--- src/rtl/pixel_gradient_energy_map_defines.svh ---
// Assertion helpers for the gradient energy block.
// Each one samples on the rising edge of clk and is off while arst_n is low.
`ifndef PIXEL_GRADIENT_ENERGY_MAP_DEFINES_SVH
`define PIXEL_GRADIENT_ENERGY_MAP_DEFINES_SVH

// Condition must hold on the same edge as the trigger.
`define PGE_ASSERT_IMPLIES(lbl, ante, cons, msg) \
	lbl: assert property (@(posedge clk) disable iff (!arst_n) (ante) |-> (cons)) \
		else $error(msg);

// Condition must hold on the edge after the trigger.
`define PGE_ASSERT_NEXT(lbl, ante, cons, msg) \
	lbl: assert property (@(posedge clk) disable iff (!arst_n) (ante) |=> (cons)) \
		else $error(msg);

`endif

--- src/rtl/pge_pkg.sv ---
`timescale 1ns / 1ps

package pge_pkg;

	localparam int MAX_WIDTH   = 1024;
	localparam int PIXEL_BITS  = 8;
	localparam int COL_W       = $clog2(MAX_WIDTH);
	localparam int WIDTH_REG_W = $clog2(MAX_WIDTH + 1);
	localparam int ROW_W       = 16;
	localparam int ENERGY_W    = PIXEL_BITS + 2;

	localparam int APB_DATA_W = 32;
	localparam int PADDR_W    = 3;
	localparam int REG_IDX_W  = PADDR_W - 2;

	typedef logic [REG_IDX_W-1:0] reg_idx_t;

	localparam reg_idx_t REG_IMAGE_WIDTH  = reg_idx_t'(0);
	localparam reg_idx_t REG_IMAGE_HEIGHT = reg_idx_t'(1);

	localparam logic [WIDTH_REG_W-1:0] IMAGE_WIDTH_RESET  = WIDTH_REG_W'(1024);
	localparam logic [ROW_W-1:0]       IMAGE_HEIGHT_RESET = ROW_W'(768);

	typedef logic [PIXEL_BITS-1:0] pixel_t;
	typedef logic [COL_W-1:0]      col_t;
	typedef logic [ROW_W-1:0]      row_t;
	typedef logic [ENERGY_W-1:0]   energy_t;

	// One classified pixel, handed from the front end to the back end.
	typedef struct packed {
		pixel_t pix;
		col_t   col;
		row_t   row;
		logic   row_ge1;
		logic   row_ge2;
		logic   col_ge1;
		logic   col_ge2;
		logic   last_row;
		logic   final_col;
	} item_t;

	typedef struct packed {
		energy_t energy;
		row_t    row;
		col_t    col;
		logic    last_of_run;
		logic    frame_done;
	} result_t;

endpackage

--- src/rtl/pge_front.sv ---
`timescale 1ns / 1ps

module pge_front (
	input  logic                             clk,
	input  logic                             arst_n,
	input  logic                             psel,
	input  logic                             penable,
	input  logic                             pwrite,
	input  logic [pge_pkg::PADDR_W-1:0]      paddr,
	input  logic [pge_pkg::APB_DATA_W-1:0]   pwdata,
	output logic [pge_pkg::APB_DATA_W-1:0]   prdata,
	input  logic                             push,
	input  logic [pge_pkg::PIXEL_BITS-1:0]   pixel_value,
	input  logic                             queue_full,
	output logic                             queue_push,
	output pge_pkg::item_t                   queue_item
);

	import pge_pkg::*;

	logic [WIDTH_REG_W-1:0] width_q;
	row_t                   height_q;
	col_t                   col_q;
	row_t                   row_q;

	reg_idx_t               cfg_idx;
	logic                   cfg_write;
	logic [WIDTH_REG_W-1:0] width_eff;
	logic [ROW_W:0]         height_eff;
	logic [ROW_W:0]         row_next;
	col_t                   col_eff;
	logic [WIDTH_REG_W-1:0] col_plus1;
	logic                   last_row;
	logic                   final_col;

	assign cfg_idx   = paddr[PADDR_W-1:2];
	assign cfg_write = psel && penable && pwrite;

	always_comb begin
		if (width_q == '0) begin
			width_eff = WIDTH_REG_W'(1);
		end else if (width_q > WIDTH_REG_W'(MAX_WIDTH)) begin
			width_eff = WIDTH_REG_W'(MAX_WIDTH);
		end else begin
			width_eff = width_q;
		end
	end

	assign height_eff = (height_q == '0) ? (ROW_W + 1)'(1) : {1'b0, height_q};

	// a column at or past the width counts as the final column of the row
	assign col_eff   = (WIDTH_REG_W'(col_q) >= width_eff) ? COL_W'(width_eff - WIDTH_REG_W'(1))
	                                                       : col_q;
	assign col_plus1 = WIDTH_REG_W'(col_eff) + WIDTH_REG_W'(1);
	assign final_col = (col_plus1 == width_eff);
	assign row_next  = {1'b0, row_q} + (ROW_W + 1)'(1);
	assign last_row  = (row_next >= height_eff);

	assign queue_push = push && !queue_full;

	always_comb begin
		queue_item.pix       = pixel_value;
		queue_item.col       = col_eff;
		queue_item.row       = row_q;
		queue_item.row_ge1   = (row_q != '0);
		queue_item.row_ge2   = (row_q[ROW_W-1:1] != '0);
		queue_item.col_ge1   = (col_eff != '0);
		queue_item.col_ge2   = (col_eff[COL_W-1:1] != '0);
		queue_item.last_row  = last_row;
		queue_item.final_col = final_col;
	end

	always_comb begin
		case (cfg_idx)
			REG_IMAGE_WIDTH:  prdata = APB_DATA_W'(width_q);
			REG_IMAGE_HEIGHT: prdata = APB_DATA_W'(height_q);
			default:          prdata = '0;
		endcase
	end

	always_ff @(posedge clk or negedge arst_n) begin
		if (!arst_n) begin
			width_q  <= IMAGE_WIDTH_RESET;
			height_q <= IMAGE_HEIGHT_RESET;
		end else if (cfg_write) begin
			case (cfg_idx)
				REG_IMAGE_WIDTH:  width_q  <= pwdata[WIDTH_REG_W-1:0];
				REG_IMAGE_HEIGHT: height_q <= pwdata[ROW_W-1:0];
				default: ;
			endcase
		end
	end

	// advance the raster position; wrap to a new frame after the last row
	always_ff @(posedge clk or negedge arst_n) begin
		if (!arst_n) begin
			col_q <= '0;
			row_q <= '0;
		end else if (queue_push) begin
			if (final_col) begin
				col_q <= '0;
				row_q <= last_row ? '0 : row_next[ROW_W-1:0];
			end else begin
				col_q <= col_plus1[COL_W-1:0];
			end
		end
	end

endmodule

--- config.mk ---
export PLATFORM = sky130hd
export DESIGN_NAME = pge_front
export DESIGN_NICKNAME = d
export VERILOG_FILES = /design/src/rtl/pixel_gradient_energy_map_defines.svh /design/src/rtl/pge_pkg.sv /design/src/rtl/pge_front.sv
export SDC_FILE = /design/constraint.sdc
export NUM_CORES = 1
export LEC_CHECK = 0
export BUFFER_PORTS_ARGS = -buffer_cell sky130_fd_sc_hd__buf_2
export CORE_MARGIN = 2
export CORE_UTILIZATION = 48
export CTS_BUF_LIST = sky130_fd_sc_hd__clkbuf_8
export DETAILED_ROUTE_END_ITERATION = 8
export GPL_TIMING_DRIVEN = 1
export HOLD_SLACK_MARGIN = 0.06
export PLACE_DENSITY = 0.83
export REMOVE_ABC_BUFFERS = 1
export SLEW_MARGIN = 20
export SYNTH_ARGS = -nofsm -noshare
export SYNTH_HDL_FRONTEND = slang
export SYNTH_SLANG_ARGS = --single-unit
export TNS_END_PERCENT = 100
--- constraint.sdc ---
create_clock -name clk -period 11.3 [get_ports clk]
set_input_delay 2.26 -clock clk [delete_from_list [all_inputs] [get_ports clk]]
set_output_delay 2.26 -clock clk [all_outputs]
set_load 0.03 [all_outputs]
After elaboration in Yosys (flattened, before gate mapping)

Cells that the tools add are included.

Div/mod/pow operators: 0
Eq/ne operators: 1
Reduce and logical (&&, ||, !) cells: 13
Multiply operators: 0
$lt $le $gt $ge: 3
Shift operators: 0
$add $sub $neg: 3
Bitwise gates (word level): 1
Mux-type cells: 7

Operator list:

| cell                                                                  | count |
|---|---|
| 32-bit case mux with 2 select lines                                   | 1 |
| 16-bit two-way mux                                                    | 2 |
| 11-bit two-way mux                                                    | 2 |
| 10-bit two-way mux                                                    | 2 |
| 16-bit by 1-bit adder with 17-bit output (second input constant)      | 1 |
| 17-bit by 16-bit >= comparator with 1-bit output                      | 1 |
| 16-bit zero test                                                      | 1 |
| 16-bit nonzero test                                                   | 1 |
| 15-bit nonzero test                                                   | 1 |
| 10-bit by 1-bit adder with 11-bit output (second input constant)      | 1 |
| 11-bit == test                                                        | 1 |
| 10-bit by 11-bit >= comparator with 1-bit output                      | 1 |
| 11-bit greater-than comparator (second input constant)                | 1 |
| 11-bit zero test                                                      | 1 |
| 10-bit nonzero test                                                   | 1 |
| 10-bit by 1-bit subtractor with 10-bit output (second input constant) | 1 |
| 9-bit nonzero test                                                    | 1 |
| 2-bit AND reduction                                                   | 3 |
| 1-bit logical AND                                                     | 3 |
| 1-bit zero test                                                       | 1 |
| 1-bit NOT                                                             | 1 |

Output and inout bits: 73
ROM bits: 0
Latch bits: 0
Memories: 0
Memory bits (writable): 0
Bits in registers: 53

Depth between registers and ports, before layout

Word-level depth: 8
Gate-level depth with buffers: 26
Mapped depth without buffers: 20

Worst setup path before layout

No wires, ideal clock.

Kind: flip-flop to output port
Start: register width_q[4]
End: output port queue_item[0] (netlist name)
Buffers on the path: 5
Path slack: 3.621 ns
Data required time: 9.040 ns
Arrival time: 5.419 ns
Stages on the path, launching flop included: 24
Cells stage by stage: dfrtp_1 > clkbuf_1 > nor4_2 > nand3_1 > a21oi_1 > ha_1 > nand2b_1 > a211oi_1 > o21a_2 > o21a_1 > clkbuf_1 > nor2_1 > a21oi_1 > ha_1 > clkbuf_1 > nand3_1 > xnor2_1 > nand2_1 > o32ai_1 > nand4_1 > nor2_1 > o21a_1 > buf_2 > buf_4

RTL lines:

| element                  | RTL line        | RTL |
|---|---|---|
| start: declaration       | pge_front.sv:21 | `logic [WIDTH_REG_W-1:0] width_q;` |
| start signal: assignment | pge_front.sv:87 | `REG_IMAGE_WIDTH: width_q <= pwdata[WIDTH_REG_W-1:0];` |
| end: declaration         | pge_front.sv:16 | `output pge_pkg::item_t queue_item` |

==> run summary <==
status - complete, no violations
setup TNS - 0 ns
vias in the first global route - 4332
worst vdd ir - 213 uV
synth top area cells - dfrtp_1 26%, mux2_2 8.6%, ha_1 8.0%
critical path type - register to primary output
DP Cell Count - 722
clk root buf - clkbuf_8
CP bufs+invs - 1
Tmin final - 8.81 ns
unrepaired setup endpoints after global routing - false
top cell type's share of synthesized area - 25.7%
CP startpoint - width_q[1]
Slew Viols, Final - 0
Seq/Total Area, Yosys - 27.3%
initial drt markers - 246
Worst Setup Start Kind - register
cell breakdown of the critical path - nor4_2, nand3_1, a21oi_1, ha_1, nand2b_1, a211oi_1, o21a_2, o21a_1, nor2_1, a21oi_1, ha_1, nand3_1, xnor2_1, nand2_1, o32ai_1, nand4_1, nor2_1, o21a_1, buf_2
via count - 4389
Synth Warn # - 0
latest clock arrival within the worst-skew pair - 0.33 ns
Final Non-Filler Cells - 730
largest stage delay on the critical path - 0.59 ns
initial antenna violation count - 0
worst relative slew slack - 41.6%
Synth area leader - dfrtp_1
post-CTS sizing - 0
power density cells - 307 nW/um^2
hold depth - 2
Post-CTS Setup Inserts - 0
reg2reg start - width_q[1]
final period utilization - 78.0%
Crit Path Max Fanout - 12
Mapped Cells - 556
vias per cell - 6.01
dpl hpwl - 9.67 mm
Worst-path clk slew - 0.12 ns
Die Ht - 105 um
DR pass1 iterations - 5
die width - 105 um
n_diodes - 0
first-pass GRT wire length - 21.3 mm
worst-case clock buffer depth - 2
port bufs - 72
top_reg_cell synth - dfrtp_1
Area Overhead vs Synth - 7.29%
routed length per instance - 17.6 um
crit-path leading delay family - compound AO/OA/AOI/OAI gates
max-cap violations - 0
number of H-tree levels - 2
LEAKAGE - 2.39 nW
Post-CTS Hold Buffers - 0
# rows - 36
Core Area - 9820 sq um
sink of the worst hold path - col_q[1]
Avg Cell Area, Syn - 8.76 sq um
synth unique cells - 73
metal3 WL - 969 um
skew final - 0.00915 ns
CP required - 9.04 ns
DRC errors left - 0
Final #Nets - 677
actual slew at the worst max-slew pin - 0.873 ns
Crit path arrival time - 6.55 ns
Initial Util - 49.6%
Crit-path slowest cell - nor4_2
Final Wtd Congestion - 0.907
wire length on met1 - 5.32 mm
Synth Cell Area - 4870 sq um
async set or reset register ratio after synthesis - 100%
Final Hold Violating Endpoints - 0
post-detailed-route count of antenna-violating nets - 0
total die area - 11000 sq um
Final Setup Violations - 0
worst hold path type - register to register
clk sinks - 53
Overall Global Routing Usage - 23.3%
# IOs - 123
Post-Route WL - 12.9 mm
min-delay src - col_q[1]
CTS buffer count - 5
CTS tree - built
Setup crit end kind - primary output
global route overflow - 0
R2R setup slack - 4.81 ns
FMAX - 113 MHz
reg-to-reg endpoint - row_q[4]
Post-synth EDFFs - 0
Yosys reg bits - 53
max layer used - met4
Met2 Routed Length - 6.44 mm
R2R depth - 19
largest net degree at the start of global routing - 54
share of post-route cells with drive strength above 1 - 22.8%
==> worst min-delay path, delay by kind of cell, from the launching register on <==
kind            cells  cell delay [ns]
compound gates      1             0.06
simple gates        1             0.06
flops               1             0.42
==> cells in the mapped netlist (3+ instances only) <==
cell,number
o21ai_0,17
ha_1,31
nand2_1,44
nor2_1,9
a22oi_1,3
mux2i_1,14
nor4_1,8
dfstp_2,3
and2_1,8
nand2b_1,5
a211oi_1,4
nand3_1,29
o21ai_1,3
a21oi_1,13
and3_1,13
buf_2,8
o21a_1,8
dfrtp_1,50
buf_4,27
mux2_2,37
o31ai_1,8
o2111ai_1,7
o211ai_1,16
or3_1,3
xor2_1,7
nor3_1,17
nand4_1,10
xnor2_1,26
a21o_1,3
inv_1,48
nor2b_1,8
clkbuf_1,17
==> area by class of cell <==
| class | instances | area [sq um] |
|---|---|---|
| fillers | 909 | 4590 |
| multi-input cells | 412 | 3070 |
| flip-flops and latches | 53 | 1330 |
| repair buffers | 74 | 375 |
| inverters | 50 | 188 |
| well taps | 133 | 166 |
| clock buffers | 5 | 68.8 |
| clock inverters | 3 | 28.8 |
==> how the worst max path moves through the flow <==
stage,endpoint,slack (ns),cells past startpoint
2_1_floorplan,queue_item[0],3.87,18
3_3_place_gp,queue_item[0],3.14,19
3_5_place_dp,queue_item[0],2.99,19
4_1_cts,queue_item[0],2.58,19
5_1_grt,queue_item[0],2.07,19
6_report,queue_item[0],2.49,19
==> power by group <==
group          switching (mW)  leakage (nW)  internal [mW]
Sequential             0.0821         0.586          0.237
Combinational           0.724          1.75          0.436
Clock                  0.0786        0.0506         0.0467
==> sequential cells by signal, summed over array words and instances (netlist names) <==
name	cells
row_q	16
width_q	11
col_q	10
height_q	16
==> per-layer routing <==
metal,vias to the layer above,GRT usage (%)
li1,2039,-
met1,2101,29.3
met2,227,41.0
met3,22,4.80
met4,0,5.24
met5,-,1.90
==> cells by family (layout without fill, tap and decap cells) <==
family	Yosys count	count (layout)	share of synthesized area (%)
fa+ha+maj	31	31	7.96
other cells	1	16	0.0770
flops	53	53	27.3
xor+xnor	35	35	6.86
buf+inv	106	132	10.8
compound gates	107	107	15.9
simple gates	171	171	19.3
mux	52	52	11.7
==> stage by stage <==
stage               instance area (sq um)  setup WS (ns)  hold slack [ns]  utilization [%]  power (mW)
floorplan                            4590           3.87            0.490                -        1.17
global placement                     5130           3.14            0.536             52.2        1.42
detailed placement                   5130           2.99            0.542             52.2        1.46
CTS                                  5230           2.58            0.570             53.2        1.59
global route                         5230           2.07            0.606             53.2        1.74
finish                               5230           2.49            0.568             53.2        1.60
==> layout by cell type (no fill, tap or decap), types with 4 or more instances in the layout <==
| cell type | instances |
|---|---|
| buf_2 | 72 |
| dfrtp_1 | 50 |
| inv_1 | 48 |
| nand2_1 | 44 |
| mux2_2 | 37 |
| ha_1 | 31 |
| nand3_1 | 29 |
| xnor2_1 | 26 |
| o21ai_0 | 17 |
| nor3_1 | 17 |
| o211ai_1 | 16 |
| conb_1 | 16 |
| mux2i_1 | 14 |
| a21oi_1 | 13 |
| and3_1 | 13 |
| nand4_1 | 10 |
| nor2_1 | 9 |
| nor2b_1 | 8 |
| and2_1 | 8 |
| o21a_1 | 8 |
| nor4_1 | 8 |
| o31ai_1 | 8 |
| o2111ai_1 | 7 |
| xor2_1 | 7 |
| nand2b_1 | 5 |
| clkbuf_8 | 5 |
| a211oi_1 | 4 |
Note: power is estimated with default switching activity, not from simulation.
