`src/rtl/pixel_gradient_energy_map_defines.svh`:
```
// Assertion helpers for the gradient energy block.
// Each one samples on the rising edge of clk and is off while arst_n is low.
`ifndef PIXEL_GRADIENT_ENERGY_MAP_DEFINES_SVH
`define PIXEL_GRADIENT_ENERGY_MAP_DEFINES_SVH

// Condition must hold on the same edge as the trigger.
`define PGE_ASSERT_IMPLIES(lbl, ante, cons, msg) \
	lbl: assert property (@(posedge clk) disable iff (!arst_n) (ante) |-> (cons)) \
		else $error(msg);

// Condition must hold on the edge after the trigger.
`define PGE_ASSERT_NEXT(lbl, ante, cons, msg) \
	lbl: assert property (@(posedge clk) disable iff (!arst_n) (ante) |=> (cons)) \
		else $error(msg);

`endif

```
`src/rtl/pge_fifo.sv`:
```
`timescale 1ns / 1ps

module pge_fifo #(
	parameter int DW    = 8,
	parameter int DEPTH = 4
) (
	input  logic          clk,
	input  logic          arst_n,
	input  logic          wr_en,
	input  logic [DW-1:0] wr_data,
	output logic          full,
	input  logic          rd_en,
	output logic [DW-1:0] rd_data,
	output logic          empty
);

	localparam int PTR_W = $clog2(DEPTH);
	localparam int CNT_W = $clog2(DEPTH + 1);

	logic [DW-1:0]    slots_q [DEPTH];
	logic [PTR_W-1:0] head_q;
	logic [PTR_W-1:0] tail_q;
	logic [CNT_W-1:0] count_q;
	logic             wr_fire;
	logic             rd_fire;

	assign full    = (count_q == CNT_W'(DEPTH));
	assign empty   = (count_q == '0);
	assign wr_fire = wr_en && !full;
	assign rd_fire = rd_en && !empty;
	assign rd_data = slots_q[head_q];

	always_ff @(posedge clk) begin
		if (wr_fire) begin
			slots_q[tail_q] <= wr_data;
		end
	end

	always_ff @(posedge clk or negedge arst_n) begin
		if (!arst_n) begin
			head_q  <= '0;
			tail_q  <= '0;
			count_q <= '0;
		end else begin
			if (wr_fire) begin
				tail_q <= (tail_q == PTR_W'(DEPTH - 1)) ? '0 : tail_q + PTR_W'(1);
			end
			if (rd_fire) begin
				head_q <= (head_q == PTR_W'(DEPTH - 1)) ? '0 : head_q + PTR_W'(1);
			end
			if (wr_fire && !rd_fire) begin
				count_q <= count_q + CNT_W'(1);
			end else if (rd_fire && !wr_fire) begin
				count_q <= count_q - CNT_W'(1);
			end
		end
	end

endmodule

```
`config.mk`:
```
export PLATFORM = sky130hd
export DESIGN_NAME = pge_fifo
export DESIGN_NICKNAME = d
export VERILOG_FILES = /design/src/rtl/pixel_gradient_energy_map_defines.svh /design/src/rtl/pge_fifo.sv
export SDC_FILE = /design/constraint.sdc
export NUM_CORES = 1
export LEC_CHECK = 0
export ABC_AREA = 1
export BUFFER_PORTS_ARGS = -buffer_cell sky130_fd_sc_hd__clkbuf_2
export CORE_MARGIN = 3
export CORE_UTILIZATION = 50
export DETAILED_ROUTE_END_ITERATION = 12
export GPL_TIMING_DRIVEN = 0
export HOLD_SLACK_MARGIN = 0.06
export PLACE_DENSITY_LB_ADDON = 0.25
export SLEW_MARGIN = 0
export SYNTH_ARGS = -nofsm -noshare
export SYNTH_HDL_FRONTEND = slang
export SYNTH_SLANG_ARGS = --single-unit
```
`constraint.sdc`:
```
create_clock -name clk -period 3.9 [get_ports clk]
set_input_delay 0.39 -clock clk [delete_from_list [all_inputs] [get_ports clk]]
set_output_delay 0.39 -clock clk [all_outputs]
set_load 0.005 [all_outputs]
```
# Yosys cells after proc, flatten, opt, wreduce, memory -nomap -nowiden
# Memories as Yosys holds them, arrays and structs flattened.
# Cells that the tools add are included.
[totals]
mem_count = 1
mem_bits_rw = 32
output_inout_bits = 10
ff_bits = 7
word_cells = 27
[op_classes]
reduce_logical = 10
muxes = 6
eq_ne = 3
n_addsub = 4
[memory_table]
columns = ["name", "words", "word_bits", "read_ports", "rd_ports_with_merged_regs", "write_ports", "line_no", "source"]
rows = [
  ["slots_q", 4, 8, 1, 0, 1, "pge_fifo.sv:20", "logic [DW-1:0] slots_q [DEPTH];"],
]
[op_table]
columns = ["op", "count"]
rows = [
  ["two-way mux 3 bit", 2],
  ["adder 2 x 1 -> 2 bit (second input constant)", 2],
  ["== test 2 bit (second input constant)", 2],
  ["logical AND 1 bit", 4],
  ["zero test 1 bit", 4],
  ["two-way mux 2 bit", 2],
  ["adder 3 x 1 -> 3 bit (second input constant)", 1],
  ["== test 3 bit (second input constant)", 1],
  ["zero test 3 bit", 1],
  ["subtractor 3 x 1 -> 3 bit (second input constant)", 1],
  ["two-way mux 1 bit", 2],
  ["nonzero test 2 bit", 1],
]

# Logic depth before layout (Yosys ltp)
# Gate-level depths: netlist of run 1.
[depth]
depth_word = 7
depth_mapped = 12
mapped_depth_nobuf = 12

# Worst setup path before layout of run 1
# No wires, ideal clock.
[synth_path]
path_type = "flip-flop to flip-flop"
from = "reg count_q[0]"
to = "reg count_q[1]"
setup_time_ns = 0.126
stages_incl_launch_ff = 10
arrival_ns = 1.567
slack_ns = 2.207
path_buffers = 0
synth_period_minus_slack_ns = 1.693
required_ns = 3.774
cell_sequence = "dfrtp_1 > inv_2 > nand3_1 > nand2_2 > inv_1 > ha_1 > inv_1 > fa_1 > nand2_1 > o21ai_0"
[synth_between]
elab_chain_cells = 6
word_cells_on_any_way = 15
cone_classes = "add/sub (2); eq/ne (1); mux (2); reduce/logical (10)"
[synth_rtl]
columns = ["item", "line_no", "source"]
rows = [
  ["from (decl)", "pge_fifo.sv:23", "logic [CNT_W-1:0] count_q;"],
  ["from (signal assigned)", "pge_fifo.sv:52", "count_q <= count_q + CNT_W'(1);"],
  ["from (signal assigned)", "pge_fifo.sv:54", "count_q <= count_q - CNT_W'(1);"],
  ["== test 3 bit (*)", "pge_fifo.sv:27", "assign full = (count_q == CNT_W'(DEPTH));"],
  ["zero test 1 bit (*)", "pge_fifo.sv:29", "assign wr_fire = wr_en && !full;"],
  ["logical AND 1 bit (*)", "pge_fifo.sv:29", ""],
  ["net wr_fire", "pge_fifo.sv:24", "logic wr_fire;"],
  ["zero test 1 bit", "pge_fifo.sv:53", "end else if (rd_fire && !wr_fire) begin"],
  ["logical AND 1 bit", "pge_fifo.sv:53", ""],
  ["nonzero test 2 bit (no source line)", "n/a", ""],
]
# Mark *: on every way through the listed nets, which the timed path passes. The rest lies on a longest branch. The select of a mux whose other input is x is not followed.
# A chain may end at the register's enable or synchronous reset.

# Final worst setup path of run 1
[layout_path]
from = "reg count_q[0]"
to = "reg count_q[2]"
# Same word-level chain as after synthesis.

==> results by group, run 1 <==
Status
  – Status: complete, no violations

STA
  – Unrepaired setup endpoints after global routing: no
  – Slew at the pin closest to its max-slew limit: 0.826 ns
  – Highest clock frequency the design can meet: 0.514 GHz
  – Final TNS setup: 0 ns
  – Post-layout minimum cycle time: 1.95 ns
  – Slew margin rel.: 0.447
  – Max-slew violation count: 0
  – Final setup violation count: 0
  – Final hold viol count: 0
  – Post-route clock period utilization: 0.499
  – Clk_skew: 0.00732 ns

GRT
  – Wire length of the first global-routing pass: 5.32 mm
  – Antenna violations before repair: 0
  – Number of global-route vias before repair: 1,114
  – Overall fraction of global-route tracks in use: 0.172
  – Largest net degree at the start of global routing: 14
  – Remaining global-route overflow: 0

Placed design
  – Number of port buffers: 21
  – Gpl congestion: 0.721
  – Half-perimeter wire length after detailed placement: 2.22 mm

Die
  – Area of the core region: 3200 um^2
  – Number of placed I/O pins: 22
  – Effective utilization at floorplan: 0.549
  – Width of the chip: 65.3 um
  – Die footprint: 4270 um^2
  – Standard-cell row count: 20
  – Vertical die dimension: 65.3 um

Clock network
  – CTS tree: done
  – Clock tree root driver cell: clkbuf_4
  – H-tree depth: 2
  – Number of clock sinks: 39
  – Clock insertion delay at the later pin of the skew report: 0.35 ns
  – Number of cells upsized or downsized after cts: 0
  – CTS buffer count: 5
  – Register clock-pin slew on the reported worst setup and hold paths: 0.12 ns
  – Maximum number of buffers from clock root to sink: 2

Routing
  – Drt total wl: 3.17 mm
  – 1st-pass router iterations: 4
  – Final ANT Viol Nets: 0
  – Via count: 1,105
  – DR DRC count: 0
  – DRT iter0 DRCs: 47
  – Vias/cell: 4.85
  – Average routed wire per standard cell: 13.9 um

Critical path
  – Reg2Reg Launch Point: count_q[0]$_DFFE_PN0P_
  – Critical-path cell with the highest stage delay: dfrtp_1
  – Crit-path max cell delay: 0.44 ns
  – CP endpoint kind: flip-flop
  – Maximum fanout along the worst path: 7
  – Worst flop-to-flop path endpoint: count_q[2]$_DFFE_PN0P_
  – Crit-path cells: inv_2, nand3_1, nand2_2, inv_1, ha_1, inv_1, fa_1, nand2_1, nand3_1, nand2_1, nand2_1
  – Number of cell instances on the worst register-to-register path: 11
  – End of the critical path: count_q[2]$_DFFE_PN0P_
  – Data required time of the critical path: 4.15 ns
  – Data arrival time at the worst-slack endpoint: 2.20 ns
  – Most numerous cell on the critical path: nand2_1
  – Setup Crit Path Kind: reg2reg
  – Crit path launch type: flip-flop
  – Worst reg-to-reg setup slack: 1.95 ns
  – Timing startpoint of the critical path: count_q[0]$_DFFE_PN0P_

Run
  – Number of max-cap violations: 0

Synth
  – Post-synth top area share: 0.546
  – Library cell with the largest summed area after synthesis: edfxtp_1
  – Share of flip-flops with an asynchronous set or reset: 0.179
  – Number of register bits inferred by synthesis: 39
  – Register area share after synthesis: 0.646
  – Ys flop type: edfxtp_1
  – Distinct cell type count after synthesis: 16
  – Count of yosys warnings during synthesis: 0
  – Most repeated cell in the gate-level netlist after synthesis: nand2_1
  – Synthesized netlist cell count: 154
  – Syn Nets: 173
  – Mean area per synthesized cell: 11.4 um^2
  – Top cells by area, synth: edfxtp_1, dfrtp_1, nand2_1
  – Post-synth top cells: nand2_1, edfxtp_1, inv_1, o211ai_1
  – Post-synth design cell area: 1760 um^2
  – Number of enable-type register cells in the synthesized netlist: 32

Pwr
  – Switching Share: 0.360
  – Worst voltage drop across the vdd grid: 0.000434 V
  – Share of power burned in combinational logic: 0.398
  – Sequential Power Share: 0.417
  – Power density over the cells: 725 nW/um^2
  – Static leakage power: 0.913 nW
  – Internal power: 932 uW
  – Reported net switching power: 524 uW
  – Clock Power Share: 0.184

Finish
  – Area added between synthesis and finish: 14.3%
  – Final nets: 202
  – Share of post-route cells with drive strength above 1: 0.201
  – Number of diodes added for antenna fixing: 0
  – FILL cells: 290
  – Multi-input gate area in the final layout: 447 um^2
  – FF/Latch Area: 1140 um^2
  – Share of the core filled with cells in the final layout: 0.628

Worst hold path
  – Cell count of the worst hold path: 1
  – Worst hold path class: in2reg
sequential cells by signal, indices dropped and copies added, names as in the netlist:
name     flops
count_q      3
head_q       2
slots_q     32
tail_q       2
final cells by class:
type / instances / share of cell area
tap: 44 / 0.0274
sequential: 39 / 0.565
buffer: 5 / 0.0280
clock inverter: 3 / 0.0218
clock buffer: 5 / 0.0187
multi-input combinational: 78 / 0.222
inverter: 32 / 0.0597
timing repair buffer: 22 / 0.0572
logic make-up (layout without fill, tap and decap cells):
| group | Yosys count | in the layout | synth area share |
|---|---|---|---|
| compound gates | 17 | 17 | 0.0740 |
| simple gates | 53 | 53 | 0.121 |
| buf+inv | 37 | 67 | 0.100 |
| fa+ha+maj | 7 | 7 | 0.0541 |
| flops | 39 | 39 | 0.646 |
| xor+xnor | 1 | 1 | 0.00498 |
timing repair:
action | 4_1_cts | 5_1_grt
setup buffers | 0 | 0
endpoints found under the setup margin | 0 | 0
hold buffers | 1 | 0
endpoints found under the hold margin | 7 | 0
placed cells by master (no fill, tap or decap):
cell and count:
bufinv_16 1, inv_2 1, nand2_2 1, inv_1 31, fa_1 1, nand3_1 7, nand2_1 38, o211ai_2 1
xnor2_1 1, o211ai_1 15, edfxtp_1 32, nand4_1 1, dlygate4sd3_1 1, dfrtp_1 7, o21ai_0 1, clkbuf_4 5
clkinv_4 1, nor2_1 6, ha_1 6, clkbuf_2 21, clkinv_2 1, buf_6 5
per-layer routing:
layer  vias up  share of wire  track usage
met3         6          0.043       0.0479
met4         0          0.015       0.0544
li1        567              -            -
met1       513           0.45        0.210
met5         -              0            0
met2        19           0.49        0.295
power by group through the flow:
stage | Clock (mW) | Combinational, mW | Sequential (mW)
after floorplan | 0 | 0.400 | 0.607
after global placement | 0 | 0.556 | 0.613
after detailed placement | 0 | 0.588 | 0.619
after CTS | 0.277 | 0.591 | 0.610
after global routing | 0.300 | 0.663 | 0.620
final | 0.269 | 0.580 | 0.608
worst min path at each step:
stage	endpoint	from	slack, ns
6_report	slots_q[0][6]$_DFFE_PP_	wr_data[6]	0.25
5_1_grt	slots_q[2][0]$_DFFE_PP_	wr_data[0]	0.23
4_1_cts	slots_q[0][2]$_DFFE_PP_	wr_data[2]	0.25
3_5_place_dp	count_q[0]$_DFFE_PN0P_	arst_n	0.24
3_3_place_gp	tail_q[0]$_DFFE_PN0P_	arst_n	0.23
2_1_floorplan	count_q[0]$_DFFE_PN0P_	arst_n	0.09
critical path, delay by kind of cell (launching register included):
family	cells	cell delay [ns]
fa+ha+maj	2	0.57
buf+inv	3	0.22
flops	1	0.44
simple gates	6	0.61
stage by stage:
stage	cell area, um^2	hold slack [ns]	setup WS (ns)	power, mW	cells
2_1_floorplan	1760	0.0944	2.21	1.01	154
3_3_place_gp	1920	0.233	2.11	1.17	219
3_5_place_dp	1920	0.243	1.98	1.21	219
4_1_cts	2010	0.246	1.96	1.48	228
5_1_grt	2010	0.228	1.81	1.58	228
6_report	2010	0.249	1.95	1.46	228
Power figures use the tool's default switching activity.
==> run 2, diff against run 1 <==
- clock period: 3.9 -> 1.66 ns (I/O delays scaled with it)
==> run 2 against run 1 <==
  * The flow now finishes with violations (negative setup slack)
  * Hold slack worse by 0.15 ns
  * Die area stayed put
  * Flip-flop and latch count stayed put
  * First-iteration DRC count is 8.5% lower
  * Non-clock buffer count is 26 higher
  * Wire length is 23% higher
  * Via count is 14% higher
  * Critical path depth is 1 lower
  * Power grew to 2.7 times the previous value
  * Critical path type unchanged
  * Largest power group is now combinational cells
  * Highest routed layer unchanged
==> results by group, run 2 (synthesis gave the netlist of run 1 again) <==
Die
  – Standard-cell row count: 20 (unchanged)
  – Width of the chip: 65.3 um (unchanged)
  – Die footprint: 4270 um^2 (unchanged)
  – Effective utilization at floorplan: 0.549 (unchanged)
  – Number of placed I/O pins: 22 (unchanged)
  – Area of the core region: 3200 um^2 (unchanged)
  – Vertical die dimension: 65.3 um (unchanged)

Pwr
  – Static leakage power: 1.03 nW (was 0.913 nW)
  – Power, Total: 3.94 mW (was 1.46 mW)
  – Worst voltage drop across the vdd grid: 0.00113 V (was 0.000434 V)
  – Power density over the cells: 1700 nW/um^2 (was 725 nW/um^2)

Finish
  – FILL cells: 220 (was 290)
  – Registers with the most flip-flops: slots_q x32, count_q x3 (unchanged)
  – Share of post-route cells with drive strength above 1: 0.352 (was 0.201)
  – Number of flip-flops under the largest register name: 32 (unchanged)
  – Highest-count cells in the layout ignoring fill and taps: nand2_1, edfxtp_1, inv_1 (unchanged)
  – Final nets: 228 (was 202)
  – Most common library cell in the layout ignoring fill and taps: nand2_1 (unchanged)
  – Area added between synthesis and finish: 31.5% (was 14.3%)
  – Reg with most FFs: slots_q (unchanged)
  – Number of diodes added for antenna fixing: 0 (unchanged)

GRT
  – Met2 capacity usage during global routing: 0.372 (was 0.295)
  – Top Usage Layer GRT: met2 (unchanged)
  – Overall fraction of global-route tracks in use: 0.200 (was 0.172)
  – Wire length of the first global-routing pass: 6.09 mm (was 5.32 mm)
  – Number of global-route vias before repair: 1,333 (was 1,114)
  – Largest net degree at the start of global routing: 14 (unchanged)
  – Antenna violations before repair: 0 (unchanged)
  – Remaining global-route overflow: 0 (unchanged)
  – Met1 Usage GRT: 0.209 (was 0.210)
  – Met3 demand-to-capacity share in global routing: 0.0513 (was 0.0479)

STA
  – Worst slack on hold paths: 0.0955 ns (was 0.249 ns)
  – Highest clock frequency the design can meet: 0.585 GHz (was 0.514 GHz)
  – Max-slew violation count: 0 (unchanged)
  – Clk_skew: 0.00599 ns (was 0.00732 ns)
  – Post-layout minimum cycle time: 1.71 ns (was 1.95 ns)
  – Post-route clock period utilization: 1.03 (was 0.499)
  – Final setup violation count: 3 (was 0)
  – Least setup slack across all paths after layout: -0.0489 ns (was 1.95 ns)
  – Final hold viol count: 0 (unchanged)
  – Slew margin rel.: 0.460 (was 0.447)
  – Slew at the pin closest to its max-slew limit: 0.807 ns (was 0.826 ns)
  – Unrepaired setup endpoints after global routing: yes (was no)

Clock network
  – Register clock-pin slew on the reported worst setup and hold paths: 0.12 ns (about the same)
  – Clock tree root driver cell: clkbuf_4 (unchanged)
  – H-tree depth: 2 (unchanged)
  – CTS buffer count: 5 (unchanged)
  – Clock insertion delay at the later pin of the skew report: 0.35 ns (about the same)
  – CTS tree: done (unchanged)
  – Number of clock sinks: 39 (unchanged)
  – Maximum number of buffers from clock root to sink: 2 (unchanged)

Worst hold path
  – Worst hold endpoint: head_q[1]$_DFFE_PN0P_ (was slots_q[0][6]$_DFFE_PP_)
  – Cell count of the worst hold path: 3 (was 1)
  – Launch instance of the worst min-delay path: rd_en (was wr_data[6])
  – Worst hold path class: in2reg (unchanged)

Critical path
  – Worst flop-to-flop path endpoint: count_q[2]$_DFFE_PN0P_ (unchanged)
  – Worst reg-to-reg setup slack: -0.05 ns (was 1.95 ns)
  – Data arrival time at the worst-slack endpoint: 1.95 ns (was 2.20 ns)
  – Crit path launch type: flip-flop (unchanged)
  – Reg2Reg Launch Point: count_q[2]$_DFFE_PN0P_ (was count_q[0]$_DFFE_PN0P_)
  – Setup Crit Path Kind: reg2reg (unchanged)
  – CP endpoint kind: flip-flop (unchanged)
  – Number of cell instances on the worst register-to-register path: 10 (was 11)
  – Timing startpoint of the critical path: count_q[2]$_DFFE_PN0P_ (was count_q[0]$_DFFE_PN0P_)
  – Maximum fanout along the worst path: 3 (was 7)
  – Data required time of the critical path: 1.91 ns (was 4.15 ns)

Routing
  – Vias/cell: 4.97 (was 4.85)
  – Final ANT Viol Nets: 0 (unchanged)
  – Via count: 1,262 (was 1,105)
  – 1st-pass router iterations: 4 (unchanged)
  – DRT iter0 DRCs: 43 (was 47)
  – Average routed wire per standard cell: 15.3 um (was 13.9 um)
  – Drt total wl: 3.90 mm (was 3.17 mm)
  – DR DRC count: 0 (unchanged)

Placed design
  – Gpl congestion: 0.731 (was 0.721)
  – Worst slack at placement: -0.187 ns (was 1.98 ns)
  – Number of port buffers: 21 (unchanged)
  – Half-perimeter wire length after detailed placement: 2.32 mm (was 2.22 mm)

Status
  – Failing checks: negative setup slack
  – Status: finished, violations left (was complete, no violations)

Run
  – Number of max-cap violations: 0 (unchanged)
## run 2: changes by cell type in the layout (fill, tap and decap cells not counted), moves of 3 or more
| cell | delta |
|---|---|
| nand2_1 | -5 |
| dlygate4sd3_1 | +8 |
| buf_4 | +18 |
| nor2_1 | -3 |
| inv_1 | -5 |
| nand2_2 | +3 |
| inv_2 | +3 |
| nand3_1 | -3 |
## run 2: layout make-up
class,count,area [um^2],area share
Sequential cell,39,1140,0.492
Multi-Input combinational cell,78,527,0.228
Timing Repair Buffer,48,330,0.143
Inverter,32,126,0.0546
Buffer,5,56.3,0.0243
Tap cell,44,55.1,0.0238
Clock inverter,3,43.8,0.0189
Clock buffer,5,37.5,0.0162
## run 2: critical path: stages (launching register included)
cell and delay [ns]:
dfrtp_2 0.46, inv_2 0.09, nand3_4 0.08, nand2_4 0.09
ha_4 0.15, inv_4 0.04, fa_2 0.35, inv_1 0.08
nand2_2 0.07, nand4_1 0.12, nand2_2 0.08
## run 2: what timing repair did
item                       CTS  global route
setup buffers               10             8
resized for setup           21             4
pin swaps                    7            17
hold endpoints to repair    39             0
hold buffers                 9             0
setup endpoints to repair   36            18
## run 2: worst max-delay path by stage
stage	end	slack, ns	cells past startpoint
floorplan	count_q[1]$_DFFE_PN0P_	0.001	9
global placement	count_q[1]$_DFFE_PN0P_	-0.08	9
detailed placement	count_q[2]$_DFFE_PN0P_	-0.19	10
CTS	count_q[2]$_DFFE_PN0P_	-0.1	10
global route	count_q[2]$_DFFE_PN0P_	-0.11	10
finish	count_q[2]$_DFFE_PN0P_	-0.05	10
## run 2: where the power goes
| part | internal [mW] | switching (mW) | total [mW] |
|---|---|---|---|
| sequential | 1.32 | 0.120 | 1.44 |
| clock | 0.317 | 0.325 | 0.642 |
| combinational | 0.844 | 1.02 | 1.86 |
| total | 2.48 | 1.47 | 3.94 |
## run 2: per-layer routing
layer	wire [um]	share of wire
met3	132	0.034
met2	2220	0.57
met5	0	0
met4	53	0.014
met1	1490	0.38
## run 2: metrics by stage
stage	area [um^2]	util	instances	TNS [ns]
global placement	1920	0.601	219	-0.775
detailed placement	1920	0.601	219	-1.90
finish	2310	0.722	254	-0.0611
CTS	2240	0.700	246	-0.106
floorplan	1760	-	154	0
global route	2310	0.722	254	-0.767
==> run 3, diff against run 2 <==
- SKIP_CTS_REPAIR_TIMING: not set -> 1
- TNS_END_PERCENT: not set -> 50
==> run 3 against run 2 <==
  * First-iteration DRC count is 26% higher
  * Hold slack better by 0.0096 ns
  * Cell area is 2.7% lower
  * The flow still finishes with violations (negative setup slack)
==> results by group, run 3 (synthesis gave the netlist of run 1 again) <==
Status
  – Status: finished, violations left (unchanged)
  – Failing checks: negative setup slack (unchanged)

GRT
  – Overall fraction of global-route tracks in use: 0.182 (was 0.200)
  – Remaining global-route overflow: 0 (unchanged)
  – Largest net degree at the start of global routing: 14 (unchanged)
  – Antenna violations before repair: 0 (unchanged)
  – Wire length of the first global-routing pass: 5.59 mm (was 6.09 mm)
  – Number of global-route vias before repair: 1,190 (was 1,333)

STA
  – Max-slew violation count: 0 (unchanged)
  – Least setup slack across all paths after layout: -0.194 ns (was -0.0489 ns)
  – Worst slack on hold paths: 0.105 ns (was 0.0955 ns)
  – Slew margin rel.: 0.658 (was 0.460)
  – Post-layout minimum cycle time: 1.85 ns (was 1.71 ns)
  – Final setup violation count: 2 (was 3)
  – Clk_skew: 0.00870 ns (was 0.00599 ns)
  – Final hold viol count: 0 (unchanged)
  – Slew at the pin closest to its max-slew limit: 0.512 ns (was 0.807 ns)
  – Highest clock frequency the design can meet: 0.539 GHz (was 0.585 GHz)
  – Post-route clock period utilization: 1.12 (was 1.03)
  – Unrepaired setup endpoints after global routing: yes (unchanged)

Placed design
  – Half-perimeter wire length after detailed placement: 2.32 mm (unchanged)
  – Gpl congestion: 0.731 (unchanged)
  – Number of port buffers: 21 (unchanged)

Critical path
  – CP endpoint kind: flip-flop (unchanged)
  – Crit path launch type: flip-flop (unchanged)
  – Data arrival time at the worst-slack endpoint: 2.10 ns (was 1.95 ns)
  – Maximum fanout along the worst path: 7 (was 3)
  – Setup Crit Path Kind: reg2reg (unchanged)
  – Data required time of the critical path: 1.91 ns (about the same)

Pwr
  – Static leakage power: 0.990 nW (was 1.03 nW)
  – Power density over the cells: 1710 nW/um^2 (was 1700 nW/um^2)
  – Power, Total: 3.85 mW (was 3.94 mW)
  – Worst voltage drop across the vdd grid: 0.000947 V (was 0.00113 V)

Die
  – Vertical die dimension: 65.3 um (unchanged)
  – Width of the chip: 65.3 um (unchanged)
  – Die footprint: 4270 um^2 (unchanged)
  – Standard-cell row count: 20 (unchanged)
  – Number of placed I/O pins: 22 (unchanged)
  – Effective utilization at floorplan: 0.549 (unchanged)
  – Area of the core region: 3200 um^2 (unchanged)

Finish
  – Most common library cell in the layout ignoring fill and taps: nand2_1 (unchanged)
  – Share of post-route cells with drive strength above 1: 0.323 (was 0.352)
  – Number of diodes added for antenna fixing: 0 (unchanged)
  – FILL cells: 242 (was 220)
  – FF/Latch Area: 1140 um^2 (about the same)
  – Multi-input gate area in the final layout: 531 um^2 (was 527 um^2)
  – Area added between synthesis and finish: 28.0% (was 31.5%)
  – Highest-count cells in the layout ignoring fill and taps: nand2_1, edfxtp_1, inv_1 (unchanged)
  – Reg with most FFs: slots_q (unchanged)
  – Registers with the most flip-flops: slots_q x32, count_q x3 (unchanged)
  – Number of flip-flops under the largest register name: 32 (unchanged)
  – Final nets: 219 (was 228)

Clock network
  – Number of clock sinks: 39 (unchanged)
  – Clock insertion delay at the later pin of the skew report: 0.36 ns (was 0.35 ns)
  – CTS tree: done (unchanged)
  – Clock tree root driver cell: clkbuf_4 (unchanged)
  – H-tree depth: 2 (unchanged)
  – Register clock-pin slew on the reported worst setup and hold paths: 0.12 ns (about the same)
  – CTS buffer count: 5 (unchanged)
  – Maximum number of buffers from clock root to sink: 2 (unchanged)

Routing
  – DRT iter0 DRCs: 54 (was 43)
  – Via count: 1,250 (was 1,262)
  – Vias/cell: 5.10 (was 4.97)
  – Final ANT Viol Nets: 0 (unchanged)
  – Average routed wire per standard cell: 16.0 um (was 15.3 um)
  – Drt total wl: 3.92 mm (was 3.90 mm)
  – DR DRC count: 0 (unchanged)
  – 1st-pass router iterations: 4 (unchanged)

Worst hold path
  – Worst hold path class: in2reg (unchanged)

Run
  – Number of max-cap violations: 0 (unchanged)
-- run 3: per-stage QoR --
| stage | cells | TNS, ns | setup WS [ns] | utilization | cell area, um^2 |
|---|---|---|---|---|---|
| 6_report | 245 | -0.261 | -0.194 | 0.703 | 2250 |
| 5_1_grt | 245 | -0.509 | -0.238 | 0.703 | 2250 |
| 4_1_cts | 227 | -3.04 | -0.329 | 0.626 | 2010 |
| 3_5_place_dp | 219 | -1.90 | -0.187 | 0.601 | 1920 |
| 3_3_place_gp | 219 | -0.775 | -0.0843 | 0.601 | 1920 |
| 2_1_floorplan | 154 | 0 | 0.00102 | - | 1760 |
-- run 3: per-layer routing --
| metal | up-vias | wire, um | track usage |
|---|---|---|---|
| li1 | 604 | - | - |
| met1 | 591 | 1370 | 0.208 |
| met2 | 42 | 2220 | 0.324 |
| met3 | 13 | 203 | 0.0462 |
| met4 | 0 | 133 | 0.0751 |
| met5 | - | 0 | 0 |
-- run 3: path summary, 6_finish.rpt --
path	slack (ns)	end	start	cells after the start
setup / recovery	-0.19	count_q[2]$_DFFE_PN0P_	count_q[0]$_DFFE_PN0P_	11
hold / removal	0.11	head_q[0]$_DFFE_PN0P_	rd_en	3
setup reg to reg	-0.19	count_q[2]$_DFFE_PN0P_	count_q[0]$_DFFE_PN0P_	11
hold reg to reg	0.59	tail_q[0]$_DFFE_PN0P_	tail_q[0]$_DFFE_PN0P_	2
max in group asynchronous	1.32	head_q[0]$_DFFE_PN0P_	arst_n	2
min in group asynchronous	0.16	tail_q[0]$_DFFE_PN0P_	arst_n	2
-- run 3: layout make-up --
cell class                 instances  share of cell area
sequential                        39               0.505
multi-input combinational         78               0.236
timing repair buffer              39               0.117
inverter                          32              0.0573
buffer                             5              0.0250
tap                               44              0.0245
clock inverter                     3              0.0195
clock buffer                       5              0.0167
-- run 3: power by group --
part	leakage, nW	internal [mW]	switching [mW]
clock network	0.0452	0.317	0.327
registers	0.378	1.31	0.136
logic	0.567	0.753	1.01
total	0.990	2.38	1.47
-- run 3: worst max-delay path, cell delays in order (launching register included) --
cell and delay (ns):
dfrtp_1 0.46, inv_2 0.10, nand3_4 0.11, nand2_8 0.09
inv_4 0.06, ha_4 0.14, inv_4 0.04, fa_2 0.38
nand2_2 0.10, nand3_2 0.10, nand2_2 0.09, nand2_1 0.07
